<file path="config.mk">
export PLATFORM = sky130hd
export DESIGN_NAME = esoa_out_fifo
export DESIGN_NICKNAME = d
export VERILOG_FILES = /design/src/rtl/esoa_pkg.sv /design/src/rtl/esoa_out_fifo.sv
export SDC_FILE = /design/constraint.sdc
export NUM_CORES = 1
export LEC_CHECK = 0
export BUFFER_PORTS_ARGS = -buffer_cell sky130_fd_sc_hd__buf_2
export CORE_ASPECT_RATIO = 0.6
export CORE_UTILIZATION = 40
export CTS_CLUSTER_DIAMETER = 80
export DETAILED_ROUTE_END_ITERATION = 10
export GPL_ROUTABILITY_DRIVEN = 0
export PLACE_DENSITY = 0.64
export SYNTH_ARGS = -nofsm -noshare
export SYNTH_HDL_FRONTEND = slang
export SYNTH_SLANG_ARGS = --single-unit
</file>
<file path="constraint.sdc">
create_clock -name clk -period 5.6 [get_ports clk]
set_input_delay 0.28 -clock clk [delete_from_list [all_inputs] [get_ports clk]]
set_output_delay 0.28 -clock clk [all_outputs]
set_load 0.02 [all_outputs]
</file>
<file path="src/rtl/esoa_pkg.sv">
// Shared types, constants and the control store of the site-overlap amplitude block.
// Used by every module in this folder; it depends on nothing else.
`default_nettype none

package esoa_pkg;

    localparam int IDX_W      = 4;
    localparam int LEV_W      = 16;
    localparam int STR_W      = 32;
    localparam int SQ_W       = 31;
    localparam int PQ_W       = 62;
    localparam int PROD_W     = 64;
    localparam int TERM_W     = 48;
    localparam int AMP_W      = 48;
    localparam int ACC_W      = 52;
    localparam int SIZE_W     = 5;
    localparam int FRAC_SHIFT = 30;
    localparam int FIFO_DEPTH = 2;
    localparam int FIFO_PTR_W = 1;
    localparam int FIFO_CNT_W = 2;

    typedef enum logic [1:0] {
        MODE_LOAD_EIG      = 2'd0,
        MODE_LOAD_STRENGTH = 2'd1,
        MODE_ROW_REQ       = 2'd2
    } mode_t;

    typedef enum logic [1:0] {
        CFG_SIZE             = 2'd0,
        CFG_UNIFORM_MODE     = 2'd1,
        CFG_UNIFORM_STRENGTH = 2'd2
    } cfg_reg_t;

    typedef enum logic [0:0] {
        PC_WAIT  = 1'b0,
        PC_ISSUE = 1'b1
    } pc_t;

    typedef enum logic [0:0] {
        COND_ROW_REQ  = 1'b0,
        COND_ROW_DONE = 1'b1
    } cond_t;

    typedef struct packed {
        logic  take_input;
        logic  issue;
        cond_t cond;
        pc_t   jump_pc;
        pc_t   fall_pc;
    } ucode_t;

    typedef struct packed {
        logic             issue;
        logic             first;
        logic             last_site;
        logic             last_col;
        logic [IDX_W-1:0] row;
        logic [IDX_W-1:0] col;
        logic [IDX_W-1:0] site;
        logic             ld_eig;
        logic             ld_str;
    } ctrl_t;

    typedef struct packed {
        logic             valid;
        logic             first;
        logic             last_site;
        logic             last_col;
        logic [IDX_W-1:0] row;
        logic [IDX_W-1:0] col;
    } tag_t;

    typedef struct packed {
        logic [IDX_W-1:0]        row;
        logic [IDX_W-1:0]        col;
        logic signed [AMP_W-1:0] amp;
        logic                    last;
    } result_t;

    function automatic ucode_t ucode_rom(input pc_t pc);
        ucode_t word;
        unique case (pc)
            PC_WAIT:  word = '{take_input: 1'b1, issue: 1'b0, cond: COND_ROW_REQ,
                               jump_pc: PC_ISSUE, fall_pc: PC_WAIT};
            PC_ISSUE: word = '{take_input: 1'b0, issue: 1'b1, cond: COND_ROW_DONE,
                               jump_pc: PC_WAIT, fall_pc: PC_ISSUE};
        endcase
        return word;
    endfunction

endpackage

`default_nettype wire

</file>
<file path="src/rtl/esoa_out_fifo.sv">
// Two-word output buffer between the accumulator and the result stream.
// Depends on esoa_pkg.
`default_nettype none

module esoa_out_fifo (
    input  wire logic              clk,
    input  wire logic              rst_n,
    input  wire logic              push,
    input  wire esoa_pkg::result_t push_data,
    output logic                   out_valid,
    input  wire logic              out_ready,
    output esoa_pkg::result_t      out_data
);
    import esoa_pkg::*;

    result_t               mem [FIFO_DEPTH];
    logic [FIFO_PTR_W-1:0] wr_ptr_reg;
    logic [FIFO_PTR_W-1:0] rd_ptr_reg;
    logic [FIFO_CNT_W-1:0] count_reg;
    logic                  pop;

    always_comb
    begin
        out_valid = (count_reg != '0);
        out_data  = mem[rd_ptr_reg];
        pop       = out_valid && out_ready;
    end

    always_ff @(posedge clk)
    begin
        if (push)
        begin
            mem[wr_ptr_reg] <= push_data;
        end
    end

    always_ff @(posedge clk or negedge rst_n)
    begin
        if (!rst_n)
        begin
            wr_ptr_reg <= '0;
            rd_ptr_reg <= '0;
            count_reg  <= '0;
        end
        else
        begin
            wr_ptr_reg <= wr_ptr_reg + FIFO_PTR_W'(push);
            rd_ptr_reg <= rd_ptr_reg + FIFO_PTR_W'(pop);
            count_reg  <= count_reg + FIFO_CNT_W'(push) - FIFO_CNT_W'(pop);
        end
    end

endmodule

`default_nettype wire

</file>
==> flow_metrics.env <==
export IMPL_first_pass_iters=4
export IMPL_min_period_over_period_pct=46.06
export IMPL_timing_slew_headroom_pct=49.12
export IMPL_clock_transition_at_the_registers_of_the_reported_paths_ps=50
export IMPL_slew_of_the_pin_with_the_lowest_slew_margin_ps=763.2
export IMPL_globalRouteOverflowTotal=0
export IMPL_critPathLaunch="rd_ptr_reg"
export IMPL_tritoncts_num_sinks=118
export IMPL_die_y_um=83.19
export IMPL_rows=29
export IMPL_synth_cell_type_count=12
export IMPL_hold_path_startpoint="push_data[53]"
export IMPL_timing_setup_critical_path_class="flop to output port"
export IMPL_htree_num_levels=4
export IMPL_ant_nets=0
export IMPL_power_switching_mw=0.9508
export IMPL_io_pins=119
export IMPL_max_vdd_drop_uv=266.8
export IMPL_finalWirelength_mm=7.778
export IMPL_via_count=2248
export IMPL_syn_inst=194
export IMPL_synth_top_area_cell="sky130_fd_sc_hd__edfxtp_1"
export IMPL_length_of_routed_wiring_on_met1_mm=3.664
export IMPL_dp_final_hpwl_mm=4.966
export IMPL_tritoncts="done"
export IMPL_routedWlPerCell_um=16.20
export IMPL_finish_cell_count_without_fillers=480
export IMPL_number_of_enable_flip_flop_cells_after_synthesis=114
export IMPL_achievable_frequency_mhz=387.7
export IMPL_share_of_synthesized_area_occupied_by_flip_flops_and_latches_pct=80.18
export IMPL_place_port_buffers=118
export IMPL_finalClockSkew_ps=5.075
export IMPL_net_count_after_synthesis=259
export IMPL_avgSynthCellArea_um2=22.65
export IMPL_whs_ps=64.39
export IMPL_worst_setup_path_start_kind="flop"
export IMPL_clkPwrFrac_pct=32.3
export IMPL_max_cap_viol_count=0
export IMPL_holdCritPathClass="input port to flop"
export IMPL_ys_ff_latch=118
export IMPL_grt_pass1_wl_mm=12.09
export IMPL_crit_path_max_incr_delay_ps=700
export IMPL_min_period_ps=2579
export IMPL_hold_viol=0
export IMPL_dieArea_um2=11420
export IMPL_worst_ep_arrival_time_ps=2300
export IMPL_ys_async_sr_fraction_pct=3.390
export IMPL_post_cts_buffers=0
export IMPL_power_switching_fraction_pct=29.67
export IMPL_largest_reg_flops=114
export IMPL_setup_worst_path_end_class="output port"
export IMPL_cell_internal_pwr_mw=2.254
export IMPL_met2WireLength_mm=3.361
export IMPL_antenna_found_initial=0
export IMPL_worstPathRequired_ps=5320
export IMPL_pin_count_of_the_biggest_net_entering_global_routing=38
export IMPL_final_layout_size_suffix_gt1_share_pct=60.70
export IMPL_warnings_synthesis=0
export IMPL_power_share_sequential_pct=39.0
export IMPL_run_status="finished, final reports clean"
export IMPL_synthFlopType="sky130_fd_sc_hd__edfxtp_1"
export IMPL_vias_per_cell=4.683
export IMPL_starting_density_of_the_core_pct=41.33
export IMPL_routed_wl_met3_um=696
export IMPL_layout_area_overhead_vs_synth_pct=30.10
export IMPL_synthMostInstantiatedCell="sky130_fd_sc_hd__edfxtp_1"
export IMPL_layout_cell_area_non_filler_um2=5717
export IMPL_place_detailed_instances=448
export IMPL_clkLatencyLatePin_ps=400
export IMPL_clk_path_buf_depth=2
export IMPL_globalRouteTotalUtil_pct=14.96
export IMPL_setup_viol=0
export IMPL_cts_root_buffer="sky130_fd_sc_hd__clkbuf_16"
export IMPL_synth_top_cells_by_area="sky130_fd_sc_hd__edfxtp_1 (78%), sky130_fd_sc_hd__mux2_2 (9.5%), sky130_fd_sc_hd__mux2_4 (6.8%)"
export IMPL_setup_total_negative_slack_ps=0
export IMPL_rr_startpoint="wr_ptr_reg"
export IMPL_num_nets_final=394
export IMPL_synth_top_cells_by_count="sky130_fd_sc_hd__edfxtp_1 (114), sky130_fd_sc_hd__mux2_2 (37), sky130_fd_sc_hd__mux2_4 (20)"
export IMPL_holdBufCountCts=1
export IMPL_timing_critical_path_slowest_stage_cell="sky130_fd_sc_hd__dfrtp_2"
export IMPL_rsz0062_at_grt="false"
export IMPL_place_area_um2=5139
export IMPL_final_core_utilization_pct=53.77
export IMPL_layout_filler_cells=874
export IMPL_power_combinational_fraction_pct=28.7
export IMPL_chipWidth_um=137.3
export IMPL_cts_resized=0
export IMPL_worstPathMaxFanout=36
export IMPL_power_leakage_nw=2.243
export IMPL_final_max_slew_viol_count=0
export IMPL_synth_top_cell_area_share_pct=77.90
export IMPL_number_of_global_route_vias_before_repair=2368
export IMPL_synthesis_area_um2=4394
export IMPL_drc=0
export IMPL_design_core_area_um2=10630
export IMPL_num_antenna_cells=0
export IMPL_crit_path_cell_trace="buf_4, mux2_2, buf_2"
export IMPL_initialDrtViolationCount=115
export IMPL_power_per_cell_area_nw_per_um2=560.6
export IMPL_cts_buffers=17
export IMPL_top_layer_used="met4"
-- final timing paths --
check | slack, ps | cells after the start | endpoint
setup / recovery | 3020 | 3 | out_data[52]
hold / removal | 60 | 1 | mem[1][53]
setup reg to reg | 3620 | 3 | mem[0][27]
hold reg to reg | 510 | 1 | count_reg[1]
max in group asynchronous | 5210 | 2 | rd_ptr_reg
min in group asynchronous | 250 | 2 | count_reg[0]
-- layout make-up --
type	count	area, um^2	area share, %
Clock buffer	18	429.2	7.507
Sequential cell	118	3525	61.65
Multi-Input combinational cell	66	812.0	14.20
Clock inverter	13	138.9	2.429
Tap cell	139	173.9	3.042
Inverter	4	15.01	0.2626
Timing Repair Buffer	122	623.1	10.90
-- power by group through the flow --
| stage | clock network (mW) | logic (mW) | registers [mW] |
|---|---|---|---|
| floorplan | 0 | 0.705 | 1.23 |
| global placement | 0 | 0.919 | 1.26 |
| detailed placement | 0 | 0.935 | 1.27 |
| CTS | 1.06 | 0.940 | 1.26 |
| global route | 1.10 | 0.994 | 1.27 |
| finish | 1.03 | 0.920 | 1.25 |
-- placed cells by master, fill, tap and decap left out --
master	Yosys	final
sky130_fd_sc_hd__buf_2	3	118
sky130_fd_sc_hd__buf_4	0	3
sky130_fd_sc_hd__bufinv_16	0	3
sky130_fd_sc_hd__clkbuf_1	0	1
sky130_fd_sc_hd__clkbuf_16	0	17
sky130_fd_sc_hd__clkinv_1	0	5
sky130_fd_sc_hd__clkinv_2	0	3
sky130_fd_sc_hd__clkinvlp_4	0	2
sky130_fd_sc_hd__dfrtp_1	4	3
sky130_fd_sc_hd__dfrtp_2	0	1
sky130_fd_sc_hd__dlygate4sd3_1	0	1
sky130_fd_sc_hd__edfxtp_1	114	114
sky130_fd_sc_hd__ha_1	4	2
sky130_fd_sc_hd__ha_2	0	2
sky130_fd_sc_hd__inv_1	4	4
sky130_fd_sc_hd__mux2_2	37	37
sky130_fd_sc_hd__mux2_4	20	20
sky130_fd_sc_hd__o21a_1	1	1
sky130_fd_sc_hd__or2_2	1	1
sky130_fd_sc_hd__xnor2_1	2	2
sky130_fd_sc_hd__xor2_1	1	1
-- worst max-delay path: cells and delay by family, from the launching register on --
family | cells | cell delay, ps
flip-flops | 1 | 700
multiplexers | 1 | 400
buffers and inverters | 2 | 760
-- stage by stage --
step / setup slack [ps] / total power [mW]
floorplan: 3376 / 1.935
global placement: 3440 / 2.182
detailed placement: 3353 / 2.206
CTS: 2923 / 3.258
global route: 2830 / 3.367
finish: 3021 / 3.205
-- per-layer routing --
metal / global-route usage, % / vias to the layer above
met5: 0 / -
met4: 5.395 / 0
met3: 7.509 / 8
met2: 21.40 / 95
met1: 19.53 / 1107
li1: - / 1038
-- kinds of logic (layout without fill, tap and decap cells) --
group | after synthesis | in the layout | share of synthesized area [%]
mux | 57 | 57 | 16.32
compound gates | 1 | 1 | 0.1709
simple gates | 1 | 1 | 0.1425
flops | 118 | 118 | 80.18
buf+inv | 10 | 157 | 1.452
xor+xnor | 3 | 3 | 0.5981
fa+ha+maj | 4 | 4 | 1.139
Power figures use the tool's default switching activity.
