$ cat src/rtl/esoa_pkg.sv
// Shared types, constants and the control store of the site-overlap amplitude block.
// Used by every module in this folder; it depends on nothing else.
`default_nettype none

package esoa_pkg;

    localparam int IDX_W      = 4;
    localparam int LEV_W      = 16;
    localparam int STR_W      = 32;
    localparam int SQ_W       = 31;
    localparam int PQ_W       = 62;
    localparam int PROD_W     = 64;
    localparam int TERM_W     = 48;
    localparam int AMP_W      = 48;
    localparam int ACC_W      = 52;
    localparam int SIZE_W     = 5;
    localparam int FRAC_SHIFT = 30;
    localparam int FIFO_DEPTH = 2;
    localparam int FIFO_PTR_W = 1;
    localparam int FIFO_CNT_W = 2;

    typedef enum logic [1:0] {
        MODE_LOAD_EIG      = 2'd0,
        MODE_LOAD_STRENGTH = 2'd1,
        MODE_ROW_REQ       = 2'd2
    } mode_t;

    typedef enum logic [1:0] {
        CFG_SIZE             = 2'd0,
        CFG_UNIFORM_MODE     = 2'd1,
        CFG_UNIFORM_STRENGTH = 2'd2
    } cfg_reg_t;

    typedef enum logic [0:0] {
        PC_WAIT  = 1'b0,
        PC_ISSUE = 1'b1
    } pc_t;

    typedef enum logic [0:0] {
        COND_ROW_REQ  = 1'b0,
        COND_ROW_DONE = 1'b1
    } cond_t;

    typedef struct packed {
        logic  take_input;
        logic  issue;
        cond_t cond;
        pc_t   jump_pc;
        pc_t   fall_pc;
    } ucode_t;

    typedef struct packed {
        logic             issue;
        logic             first;
        logic             last_site;
        logic             last_col;
        logic [IDX_W-1:0] row;
        logic [IDX_W-1:0] col;
        logic [IDX_W-1:0] site;
        logic             ld_eig;
        logic             ld_str;
    } ctrl_t;

    typedef struct packed {
        logic             valid;
        logic             first;
        logic             last_site;
        logic             last_col;
        logic [IDX_W-1:0] row;
        logic [IDX_W-1:0] col;
    } tag_t;

    typedef struct packed {
        logic [IDX_W-1:0]        row;
        logic [IDX_W-1:0]        col;
        logic signed [AMP_W-1:0] amp;
        logic                    last;
    } result_t;

    function automatic ucode_t ucode_rom(input pc_t pc);
        ucode_t word;
        unique case (pc)
            PC_WAIT:  word = '{take_input: 1'b1, issue: 1'b0, cond: COND_ROW_REQ,
                               jump_pc: PC_ISSUE, fall_pc: PC_WAIT};
            PC_ISSUE: word = '{take_input: 1'b0, issue: 1'b1, cond: COND_ROW_DONE,
                               jump_pc: PC_WAIT, fall_pc: PC_ISSUE};
        endcase
        return word;
    endfunction

endpackage

`default_nettype wire

$ cat src/rtl/esoa_sequencer.sv
// Microcoded sequencer: program counter over the control store, row, column and site
// counters, and the credit count for the output buffer. Depends on esoa_pkg.
`default_nettype none

module esoa_sequencer (
    input  wire logic                          clk,
    input  wire logic                          rst_n,
    input  wire logic                          in_valid,
    output logic                               in_ready,
    input  wire logic [1:0]                    in_mode,
    input  wire logic [esoa_pkg::IDX_W-1:0]    in_row,
    input  wire logic [esoa_pkg::SIZE_W-1:0]   n_used,
    input  wire logic                          out_take,
    output esoa_pkg::ctrl_t                    ctrl
);
    import esoa_pkg::*;

    pc_t                   pc_reg;
    pc_t                   pc_next;
    ucode_t                word;
    logic [IDX_W-1:0]      row_reg;
    logic [IDX_W-1:0]      row_next;
    logic [IDX_W-1:0]      col_reg;
    logic [IDX_W-1:0]      col_next;
    logic [IDX_W-1:0]      site_reg;
    logic [IDX_W-1:0]      site_next;
    logic [FIFO_CNT_W-1:0] credit_reg;
    logic [FIFO_CNT_W-1:0] credit_next;
    logic                  accept;
    logic                  req_ok;
    logic                  issue_fire;
    logic                  last_site;
    logic                  last_col;
    logic                  cond_true;

    always_ff @(posedge clk or negedge rst_n)
    begin
        if (!rst_n)
        begin
            pc_reg     <= PC_WAIT;
            credit_reg <= '0;
            row_reg    <= '0;
            col_reg    <= '0;
            site_reg   <= '0;
        end
        else
        begin
            pc_reg     <= pc_next;
            credit_reg <= credit_next;
            row_reg    <= row_next;
            col_reg    <= col_next;
            site_reg   <= site_next;
        end
    end

    always_comb
    begin
        word       = ucode_rom(pc_reg);
        in_ready   = word.take_input;
        accept     = in_valid && word.take_input;
        req_ok     = accept && (mode_t'(in_mode) == MODE_ROW_REQ)
                     && ({1'b0, in_row} < n_used);
        issue_fire = word.issue
                     && ((site_reg != '0) || (credit_reg != FIFO_CNT_W'(FIFO_DEPTH)));
        last_site  = ({1'b0, site_reg} == (n_used - SIZE_W'(1)));
        last_col   = ({1'b0, col_reg} == (n_used - SIZE_W'(1)));

        unique case (word.cond)
            COND_ROW_REQ:  cond_true = req_ok;
            COND_ROW_DONE: cond_true = issue_fire && last_site && last_col;
        endcase
        pc_next = cond_true ? word.jump_pc : word.fall_pc;

        row_next  = row_reg;
        col_next  = col_reg;
        site_next = site_reg;
        if (req_ok)
        begin
            row_next  = in_row;
            col_next  = '0;
            site_next = '0;
        end
        else if (issue_fire)
        begin
            if (last_site)
            begin
                site_next = '0;
                col_next  = col_reg + IDX_W'(1);
            end
            else
            begin
                site_next = site_reg + IDX_W'(1);
            end
        end

        credit_next = credit_reg
                      + FIFO_CNT_W'(issue_fire && (site_reg == '0))
                      - FIFO_CNT_W'(out_take);

        ctrl.issue     = issue_fire;
        ctrl.first     = (site_reg == '0);
        ctrl.last_site = last_site;
        ctrl.last_col  = last_col;
        ctrl.row       = row_reg;
        ctrl.col       = col_reg;
        ctrl.site      = site_reg;
        ctrl.ld_eig    = accept && (mode_t'(in_mode) == MODE_LOAD_EIG);
        ctrl.ld_str    = accept && (mode_t'(in_mode) == MODE_LOAD_STRENGTH);
    end

endmodule

`default_nettype wire

$ cat config.mk
export PLATFORM = sky130hd
export DESIGN_NAME = esoa_sequencer
export DESIGN_NICKNAME = d
export VERILOG_FILES = /design/src/rtl/esoa_pkg.sv /design/src/rtl/esoa_sequencer.sv
export SDC_FILE = /design/constraint.sdc
export NUM_CORES = 1
export LEC_CHECK = 0
export BUFFER_PORTS_ARGS = -buffer_cell sky130_fd_sc_hd__buf_2
export CAP_MARGIN = 20
export CORE_MARGIN = 10
export CORE_UTILIZATION = 35
export DETAILED_ROUTE_END_ITERATION = 10
export PLACE_DENSITY = 0.63
export SYNTH_ARGS = -nofsm -noshare
export SYNTH_HDL_FRONTEND = slang
export SYNTH_SLANG_ARGS = --single-unit
$ cat constraint.sdc
create_clock -name clk -period 1.9 [get_ports clk]
set_input_delay 0.19 -clock clk [delete_from_list [all_inputs] [get_ports clk]]
set_output_delay 0.19 -clock clk [all_outputs]
set_load 0.03 [all_outputs]
==> summary.txt <==
Outcome
  • Outcome: completed

Synthesis
  • Area leader, netlist: dfrtp_1
  • Syn Inst Count: 104
  • Synth top area share: 0.363
  • Mapped Avg Cell Area: 9.94 µm²
  • Mapped Nets: ~130
  • Post-synth EDFFs: 0
  • Largest cells by area after synthesis: dfrtp_1 36%, ha_1 11%, xnor2_1 7.6%
  • Ys Warns: 0
  • Yosys cell types: 33
  • Syn Std Cell Area: a little over 0.001 mm²
  • Sequential area share after synthesis: 0.363
  • Synth Flop Type: dfrtp_1
  • Fraction of registers with async set/reset: 1.00
  • Flops & latches, synth: 15

Timing
  • Min cycle time layout: ~1.9 ns
  • Setup Total Neg Slack: 0 ns
  • Fmax: 535 MHz
  • Final Setup Violations: 0
  • Slew HR: 0.762
  • Slew Viols, Final: 0
  • Fin crit share: 0.984
  • Slew at the pin closest to its max-slew limit: 0.358 ns
  • Worst Skew: 0.00379 ns
  • RSZ-0062 raised after global routing: true
  • Final hold violation count: 0

Detailed routing
  • Avg Vias per Cell: ~5.1
  • TritonRoute pass-1 iters: 4
  • Via count: between 900 and 1000
  • Routed Antenna Nets: 0
  • Detailed Route WL: 2.81 mm
  • Starting DRT DRC Count: 11
  • DR WL/cell: 15.3 µm
  • DRC violations left: 0

Floorplanning
  • Core Area: ~0.0028 mm²
  • Starting Density: 0.372
  • Die area: 0.00553 mm²
  • Die Span Y: around 74 µm
  • Row count: 19
  • Die Width: around 74 µm
  • # IOs: 34

Placed design
  • GPL Wtd Cong: about 0.8
  • Inst Count DP: 173
  • HPWL Detailed: roughly 2.2 mm
  • Buffers on Ports: 33
  • Area after DPL: about 0.0013 mm²

Finish
  • Share of cells above drive strength 1: 0.487
  • Fin area: about 0.0015 mm²
  • Diodes inserted: 0
  • Most frequent cells in the layout: 31 x buf_2, 14 x buf_4, 12 x dfrtp_1
  • Commonest non-fill, non-tap cell in the layout: buf_2
  • Layout net count: roughly 180
  • Final cell count without fillers: around 180
  • Final core occ: 0.528
  • Synthesis-to-layout area growth: 42.1%
  • Fillers: approximately 260

Clock network
  • CTS Sinks: 15
  • Clk slew on worst S/H paths: approximately 0.10 ns
  • Total CTS buffers: 3
  • Root Buffer: clkbuf_4
  • Worst skew pair latency: roughly 0.3 ns
  • CTS H-tree lvls: 1
  • CTS tree: yes
  • Max clock buf depth: 2

Global route
  • Largest net degree at the start of global routing: 16
  • GR Overflow Total: 0
  • First-pass GRT wire length: between 4 and 5 mm
  • Antenna violations before repair: 0
  • GRT Total Usage: 0.105
  • Vias in the first global route: between 1000 and 1500

Hold path
  • Hold Crit Class: input port to flop

Power and ir drop
  • Power Density: approximately 1400 mW/mm²
  • Max VDD drop: around 910 µV
  • Overall power: 2.08 mW
  • Leak: approximately 0.74 nW

Critical path
  • WP data required: approximately 2.1 ns
  • Critical Path Sink Type: flop
  • Kind of critical path: flop to flop
  • Largest stage delay, worst path: about 0.38 ns
  • Slowest-stage cell, CP: dfrtp_2
  • Critical Path AT: 2.06 ns
  • Crit Path Max Fanout: 4
  • Crit path launch type: flop
  • Crit path buffers/inverters: 3
  • Critical path's top delay family: adder cells
  • CP Cell Sequence: inv_2, ha_4, nor3b_4, a31o_4, clkinv_4, nand2_4, ha_4, inv_2, ha_4, xnor2_2, xnor2_1
  • CP most frequent cell: ha_4

Flow run
  • Max cap viols: 0
Yosys cell counts, types with 2 or more instances:
| master | count |
|---|---|
| a21oi_1 | 4 |
| buf_4 | 3 |
| dfrtp_1 | 15 |
| ha_1 | 9 |
| inv_1 | 13 |
| mux2_2 | 4 |
| nand2_1 | 4 |
| nand3_1 | 5 |
| nor2_1 | 4 |
| nor3_1 | 3 |
| nor4bb_1 | 2 |
| o21ai_0 | 6 |
| or3_1 | 2 |
| xnor2_1 | 9 |
| xor2_1 | 3 |
timing repair:
item,CTS,global route
resized for setup,9,10
pin swaps,5,8
hold endpoints to repair,15,0
setup buffers,4,1
cloned,0,0
hold buffers,1,0
endpoints found under the setup margin,3,6
where the power goes:
group / total, mW / leakage [nW] / internal, mW / switching (mW)
registers: 0.566 / 0.182 / 0.453 / 0.113
logic: 1.32 / 0.542 / 0.586 / 0.731
clock network: 0.197 / 0.0150 / 0.0819 / 0.116
worst paths after layout:
check | cells after the start | endpoint | slack [ns] | from
worst min-delay path | 2 | row_reg[0]$_DFFE_PN0P_ | 0.14 | in_row[0]
worst max register to register | 11 | credit_reg[1]$_DFF_PN0_ | 0.03 | site_reg[1]$_DFFE_PN0P_
worst max-delay path | 11 | credit_reg[1]$_DFF_PN0_ | 0.03 | site_reg[1]$_DFFE_PN0P_
max in group asynchronous | 2 | site_reg[0]$_DFFE_PN0P_ | 1.30 | rst_n
min in group asynchronous | 2 | site_reg[3]$_DFFE_PN0P_ | 0.32 | rst_n
worst min register to register | 1 | row_reg[2]$_DFFE_PN0P_ | 0.51 | row_reg[2]$_DFFE_PN0P_
area by class of cell:
class / count / area [µm²] / share of cell area
tap: 31 / 38.8 / 0.0264
sequential: 15 / 379 / 0.258
timing repair buffer: 48 / 293 / 0.199
clock buffer: 4 / 26.3 / 0.0179
inverter: 14 / 57.6 / 0.0392
multi-input combinational: 71 / 674 / 0.459
per-layer routing:
metal  global-route usage  vias to the layer above  wire [µm]
li1                     -                      455          -
met1                0.104                      451       1120
met2                0.196                       18       1510
met3               0.0279                        5        134
met4               0.0488                        0         53
met5                    0                        -          0
worst reg2reg max path: stages, from the launching register on:
cell,delay [ns]
dfrtp_2,0.38
inv_2,0.05
ha_4,0.14
nor3b_4,0.15
a31o_4,0.23
clkinv_4,0.07
nand2_4,0.05
ha_4,0.25
inv_2,0.04
ha_4,0.15
xnor2_2,0.13
xnor2_1,0.13
logic make-up after synthesis:
logic type | synth area share
AND/OR/NAND/NOR | 0.174
buffers and inverters | 0.0775
flip-flops | 0.363
AO/OA/AOI/OAI | 0.0763
XOR/XNOR | 0.146
adder cells (fa/ha/maj) | 0.109
multiplexers | 0.0533
metrics by stage:
| step | hold WS (ns) | setup slack (ns) |
|---|---|---|
| after global placement | 0.114 | 0.0368 |
| after detailed placement | 0.122 | -0.0425 |
| after CTS | 0.131 | 0.00146 |
| after global routing | 0.134 | -0.0704 |
| after floorplan | -0.106 | -0.288 |
| final | 0.138 | 0.0305 |
Power figures use the tool's default switching activity.
